$ cat src/vlsu_ram.sv
`timescale 1ns / 1ps

module vlsu_ram #(
	parameter int WIDTH = 32,
	parameter int DEPTH = 32,
	localparam int AW = (DEPTH > 1) ? $clog2(DEPTH) : 1
) (
	input  logic             clk,
	input  logic             we,
	input  logic [AW-1:0]    waddr,
	input  logic [WIDTH-1:0] wdata,
	input  logic             re,
	input  logic [AW-1:0]    raddr,
	output logic [WIDTH-1:0] rdata
);

	logic [WIDTH-1:0] mem [DEPTH];

	always_ff @(posedge clk) begin
		if (we) begin
			mem[waddr] <= wdata;
		end
		if (re) begin
			rdata <= mem[raddr];
		end
	end

endmodule

$ cat config.mk
export PLATFORM = sky130hd
export DESIGN_NAME = vlsu_ram
export DESIGN_NICKNAME = d
export VERILOG_FILES = /design/src/vlsu_ram.sv
export SDC_FILE = /design/constraint.sdc
export NUM_CORES = 1
export LEC_CHECK = 0
export BUFFER_PORTS_ARGS = -buffer_cell sky130_fd_sc_hd__buf_2
export CAP_MARGIN = 0
export CORE_MARGIN = 2
export CORE_UTILIZATION = 55
export CTS_BUF_LIST = sky130_fd_sc_hd__clkbuf_4 sky130_fd_sc_hd__clkbuf_8
export DETAILED_ROUTE_END_ITERATION = 12
export PLACE_DENSITY_LB_ADDON = 0.15
export SLEW_MARGIN = 20
export SYNTH_ARGS = -nofsm -noshare
export SYNTH_HDL_FRONTEND = slang
export SYNTH_SLANG_ARGS = --single-unit
$ cat constraint.sdc
create_clock -name clk -period 3.64 [get_ports clk]
set_input_delay 0.546 -clock clk [delete_from_list [all_inputs] [get_ports clk]]
set_output_delay 0.546 -clock clk [all_outputs]
set_load 0.03 [all_outputs]
## Word level (Yosys, flattened, before mapping)

Memory sizes are Yosys's and may differ from the RTL's. A register that Yosys moved wholly into a read port is not among the register bits.
Cells that the tools add are included.

- Register bits after elaboration: 0
- Bits in latches: 0
- Bits in writable memories: 1024
- ROM bits: 0
- Output and inout port bits: 32
- Logic and storage cells: 3
- Memories: 1

Memories:

| name | depth | width | rd ports | clocked after memory_dff | wr ports | line | text |
|---|---|---|---|---|---|---|---|
| mem | 32 | 32 | 1 | 1 | 1 | 17 | `logic [WIDTH-1:0] mem [DEPTH];` |

- Add/sub/neg operators: 0
- Multipliers: 0
- Divide/modulo/power cells: 0
- Order comparisons: 0
- Equality and inequality tests: 0
- Shift operators: 0
- Muxes and demuxes: 2
- Bitwise logic cells: 0
- Reduce and logical (&&, ||, !) cells: 0

Operator list:

| kind | count |
|---|---|
| $mux W1 | 2 |

## Depth between registers and ports, before layout

Gate-level depths: netlist of the first run.

- Depth after elaboration: 2
- Depth in mapped cells: 8

## Worst setup path after synthesis of the first run

No wires, ideal clock.

- Path type: in2reg
- Start: input port waddr[1]
- End: memory mem[12][0] (enable)
- Data arrival time: 2559 ps
- Required time: 3219 ps
- Setup slack: 660 ps
- Stages: 3
- Buffers on the path: 1
- Path through: or3b_2 clkbuf_1 nor2_1

RTL lines:

| what | line | text |
|---|---|---|
| start: declaration | 10 | `input logic [AW-1:0] waddr,` |
| end: declaration | 17 |  |

No word-level cell before the write port.

==> qor.yml, run 1 <==
status: "completed"
layout-drive-gt1-share_pct: 18.0
syn_area_um2: 40800
yosysUniqueCellTypes: 24
antenna_found_initial: 4
swShare_pct: 22.4
row_count: 99
p_int_mw: 19.0
power_frac_clock_pct: 38.9
final_common_cell: "edfxtp_1"
setup-tns-final_ps: 0
crit_slowest_cell: "nor2_4"
cts_setup_buffers: 0
synth_top_flop_cell: "edfxtp_1"
worstPathMaxFanout: 23
final-setup-viol-count: 0
cap_violations: 0
overflow: 0
vias_per_cell: 6.08
post-route-min-period_ps: 2280
worstSetupStartpointType: "input pin"
vdd_drop_max_mv: 0.284
end_kind: "flop"
final_cell_mix: "edfxtp_1 (1,056), mux2i_1 (512), clkbuf_8 (167)"
drtPass1Iterations: 5
pwr-share-seq_pct: 55.7
clk_pin_slew_worst_paths_ps: 60
yosysSeqAreaShare_pct: 77.7
gp_congestion: 0.797
ys_warn_count: 0
crit_chain: "buf_2, nor2_4, buf_4, a22o_1, nor3_1, a31oi_1, nand3_1"
fin_crit_sh_pct: 62.7
synthToLayoutAreaGrowth_pct: 12.7
htreeDepth: 4
dp_hpwl_um: 54700
slew_viol_final: 0
ios: 77
drt_wl_total_um: 100000
first_iter_violations: 2303
async_flop_share_pct: 0
arrival_ps: 2750
critPathKind: "in2reg"
start_util_pct: 55.7
antenna_left: 0
tightest_slew_ps: 1120
grt_max_degree: 71
hp-class: "in2reg"
clockBufferDepth: 3
cts-buffers-inserted: 166
synth_edf_count: 1056
syn_inst: 2260
route.vias.total: 21600
grt_setup_unrepaired: "no"
combPwrFrac_pct: 5.4
r2r_setup_slack_ps: 1730
required_ps: 4100
nets: 2508
powerDensity_nw_per_um2: 532
fin_hold_ws_ps: 189
grt_pass1_vias: 22000
die_x_um: 276
p_switching_mw: 5.49
cts_hold_buf: 0
post_cts_resized: 0
cts.sinks: 1056
power.leakage_nw: 16.1
grt_pass1_wl_um: 146000
syn_area_per_cell_um2: 18.1
clock_skew_ps: 27.5
wl_per_cell_um: 28.2
relSlewSlack_pct: 24.9
io_buffers: 76
fmax_ghz: 0.438
die_area_um2: 76400
hold_viol: 0
ys_ff_latch: 1056
clk_latency_ps: 810
grt_use_total_pct: 26.3
coreArea_um2: 73200
drc: 0
die_y_um: 276
cts_tree: "done"
synth_nets: 2305
slowest_delay_ps: 540
root_buffer: "clkbuf_8"
-- final cells by class --
type	count	area (um2)
sequential	1056	31700
fill	5098	27200
multi-input combinational	1077	8610
clock buffer	229	2760
timing repair buffer	162	1300
tap	959	1200
clock inverter	72	407
antenna	3	7.51
-- stage by stage --
stage          cells  total power, mW  area, um2  setup slack (ps)  utilization (%)
5_1_grt         3558             25.3      46000              1400             62.8
4_1_cts         3555             24.7      46000              1450             62.8
6_report        3558             24.5      46000              1360             62.8
3_3_place_gp    3254             15.2      42800               660             58.5
2_1_floorplan   2260             14.6      40800               660                -
3_5_place_dp    3254             15.2      42800               627             58.5
-- kinds of logic after synthesis --
logic type	count (synthesis)	share of synthesized area, %
buffers and inverters	127	1.85
AOI/OAI and AO/OA	288	4.81
and+or+nand+nor	277	3.08
DFF	1056	77.7
muxes	512	12.6
-- worst max-delay path: cells and delay by family --
| kind | cells | cell delay, ps |
|---|---|---|
| buffers and inverters | 2 | 620 |
| AOI/OAI and AO/OA | 2 | 620 |
| and+or+nand+nor | 3 | 940 |
-- power groups by stage --
stage / clock [mW] / sequential, mW / combinational (mW)
after floorplan: 0 / 13.9 / 0.699
after global placement: 0 / 13.9 / 1.30
after detailed placement: 0 / 13.9 / 1.32
after CTS: 9.70 / 13.6 / 1.33
after global routing: 10.2 / 13.7 / 1.41
final: 9.52 / 13.6 / 1.32
-- final timing paths --
check             cells after the start                   from                  end
setup / recovery                      7               raddr[1]  rdata[12]$_DFFE_PP_
hold / removal                        1                     re   rdata[7]$_DFFE_PP_
setup reg to reg                      5   mem[1][12]$_DFFE_PP_  rdata[12]$_DFFE_PP_
hold reg to reg                       4  mem[10][14]$_DFFE_PP_  rdata[14]$_DFFE_PP_
-- sequential cells by signal (all words and copies together) (netlist names) --
signal and cells:
mem 1024, rdata 32
-- cell usage after synthesis, types with 15 or more instances --
master / instances / share of area, %
nor2_1: 34 / 0.31
nand3_1: 98 / 1.2
nor3_1: 32 / 0.39
edfxtp_1: 1056 / 78
a31oi_1: 32 / 0.49
buf_2: 26 / 0.32
buf_6: 15 / 0.41
mux2i_1: 512 / 13
a22oi_1: 96 / 1.8
a21oi_1: 96 / 1.2
nand2_1: 98 / 0.90
buf_4: 33 / 0.61
clkbuf_1: 46 / 0.42
a22o_1: 64 / 1.4
-- routing by layer --
layer	track usage (%)	part of all wire, %
met1	35.4	41
met2	44.1	50
met3	4.83	6.8
met4	8.20	2.3
met5	0	0.010
No activity file was read; power rests on OpenSTA's default activity.
==> run 2: changes to the inputs <==
==> constraint.sdc (replaced) <==
create_clock -name clk -period 2 [get_ports clk]
set_input_delay 0.3 -clock clk [delete_from_list [all_inputs] [get_ports clk]]
set_output_delay 0.3 -clock clk [all_outputs]
set_load 0.03 [all_outputs]
==> run 2 against run 1 <==
  * Global-route usage grew 0.061 points
  * Critical path depth fell by 6
  * Final cell count rose by 2.8%
  * Design area grew 3.7%
  * Power is 81% higher
  * Via count increased by 2.8%
  * Count of clock-buffer cells in the layout shrank 9
  * Clock power grew 76%
  * Setup slack got worse by 1200 ps
  * Sequential share of layout area fell by 2.5 points
  * Critical path type is now reg2out
  * Critical endpoint is now rdata[14]
==> qor.yml, run 2 (same netlist as run 1, synthesis figures left out) <==
fin_crit_sh_pct: 91.6
clk_latency_ps: 810
critical-path-top-delay-family: "flip-flops"
antenna_left: 0
htreeDepth: 4
grt_pass1_vias: 22300
largest_reg_flops: 1024
wl_per_cell_um: 27.6
crit_chain: "buf_2"
synthToLayoutAreaGrowth_pct: 16.9
wl_met1_um: 42800
powerDensity_nw_per_um2: 928
coreArea_um2: 73200
drc: 0
drtPass1Iterations: 6
dp_hpwl_um: 57900
route.vias.total: 22200
fin_hold_ws_ps: 27.4
grt_use_total_pct: 26.4
ios: 77
r2r_setup_slack_ps: 480
cts.sinks: 1056
r2r_start: "mem[4][31]$_DFFE_PP_"
antenna_found_initial: 3
required_ps: 1700
clk_pin_slew_worst_paths_ps: 60
final_common_cell: "edfxtp_1"
fill_cells: 4986
wl_met3_um: 6560
die_x_um: 276
vias_per_cell: 6.07
worst-path-buf-inv: 1
arrival_ps: 1530
final-setup-viol-count: 0
vdd_drop_max_mv: 0.490
final_cell_mix: "edfxtp_1 (1,056), mux2i_1 (512), clkbuf_8 (167)"
clock_skew_ps: 29.5
met2_length_um: 49000
start_util_pct: 55.7
end_kind: "primary output"
first_iter_violations: 2094
drt_wl_total_um: 101000
crit_slowest_cell: "edfxtp_1"
grt_max_degree: 44
row_count: 99
cap_violations: 0
reg_top3: "mem: 1024 flops, rdata: 32 flops"
placed_area_um2: 44400
die_y_um: 276
gp_congestion: 0.806
layout-drive-gt1-share_pct: 19.8
relSlewSlack_pct: 58.9
final_cells: 3659
placed_cells: 3344
grt_setup_unrepaired: "no"
overflow: 0
post-route-min-period_ps: 1830
root_buffer: "clkbuf_8"
fin_area_um2: 47700
power.leakage_nw: 16.9
nets: 2626
status: "completed"
critPathKind: "reg2out"
die_area_um2: 76400
slew_viol_final: 0
fmax_ghz: 0.546
worstPathMaxFanout: 1
hold_start: "wdata[25]"
slowest_delay_ps: 480
hold_depth: 1
top_layer: "met5"
reg2reg_depth: 6
grt_pass1_wl_um: 146000
min_to: "mem[11][25]$_DFFE_PP_"
hp-class: "in2reg"
io_buffers: 76
cts_tree: "done"
r2r-end: "rdata[31]$_DFFE_PP_"
tightest_slew_ps: 617
worstSetupStartpointType: "flop"
cts-buffers-inserted: 163
setup-tns-final_ps: 0
clockBufferDepth: 3
hold_viol: 0
largest-register: "mem"
worstSetupStartpoint: "rdata[14]$_DFFE_PP_"
run 2: cell count changes in the layout (fill, tap and decap cells not counted), sizes merged:
cell / previous run / this run
buf: 162 / 252
clkbuf: 229 / 220
clkinv: 59 / 53
clkinvlp: 8 / 4
diode: 3 / 2
dlygate4sd3: 0 / 31
run 2: power breakdown:
group | total (mW) | internal [mW] | leakage [nW] | switching, mW
clock | 16.8 | 8.84 | 1.59 | 7.92
combinational | 2.67 | 0.985 | 5.73 | 1.68
sequential | 24.8 | 24.7 | 9.54 | 0.117
total | 44.3 | 34.5 | 16.9 | 9.72
run 2: how the worst max path moves through the flow:
stage,cells past startpoint,slack (ps),endpoint
floorplan,2,-460,mem[26][0]$_DFFE_PP_
global placement,7,-20,rdata[9]$_DFFE_PP_
detailed placement,7,-40,rdata[9]$_DFFE_PP_
CTS,1,130,rdata[10]
global route,1,130,rdata[10]
finish,1,170,rdata[14]
run 2: metrics by stage:
| stage | setup slack, ps | util, % | total power [mW] |
|---|---|---|---|
| after floorplan | -460 | - | 26.6 |
| after global placement | -16.2 | 60.6 | 27.8 |
| after detailed placement | -44.0 | 60.6 | 27.9 |
| after CTS | 126 | 65.1 | 44.5 |
| after global routing | 127 | 65.1 | 45.7 |
| final | 169 | 65.1 | 44.3 |
run 2: final cells by class:
type | count | area (um2) | area share [%]
antenna | 2 | 5.00 | 0.0105
clock buffer | 220 | 2700 | 5.65
clock inverter | 62 | 324 | 0.679
multi-input combinational | 1077 | 8610 | 18.1
sequential | 1056 | 31700 | 66.5
tap | 959 | 1200 | 2.52
timing repair buffer | 283 | 3150 | 6.60
run 2: repair_timing:
action | in CTS | in global routing
hold endpoints to repair | 883 | 0
hold buffers | 31 | 0
gates resized for setup | 0 | 0
buffers inserted | 0 | 0
endpoints found under the setup margin | 0 | 0
run 2: routing by layer:
metal | up-vias | track usage [%]
met3 | 179 | 5.15
met2 | 833 | 42.6
met4 | 2 | 8.39
li1 | 9691 | -
met5 | - | 0
met1 | 11500 | 36.6
run 2: worst register-to-register path, delay by kind of cell, from the launching register on:
kind	cells	cell delay (ps)
compound gates	2	330
buf+inv	1	150
mux	1	190
simple gates	2	200
flops	1	370
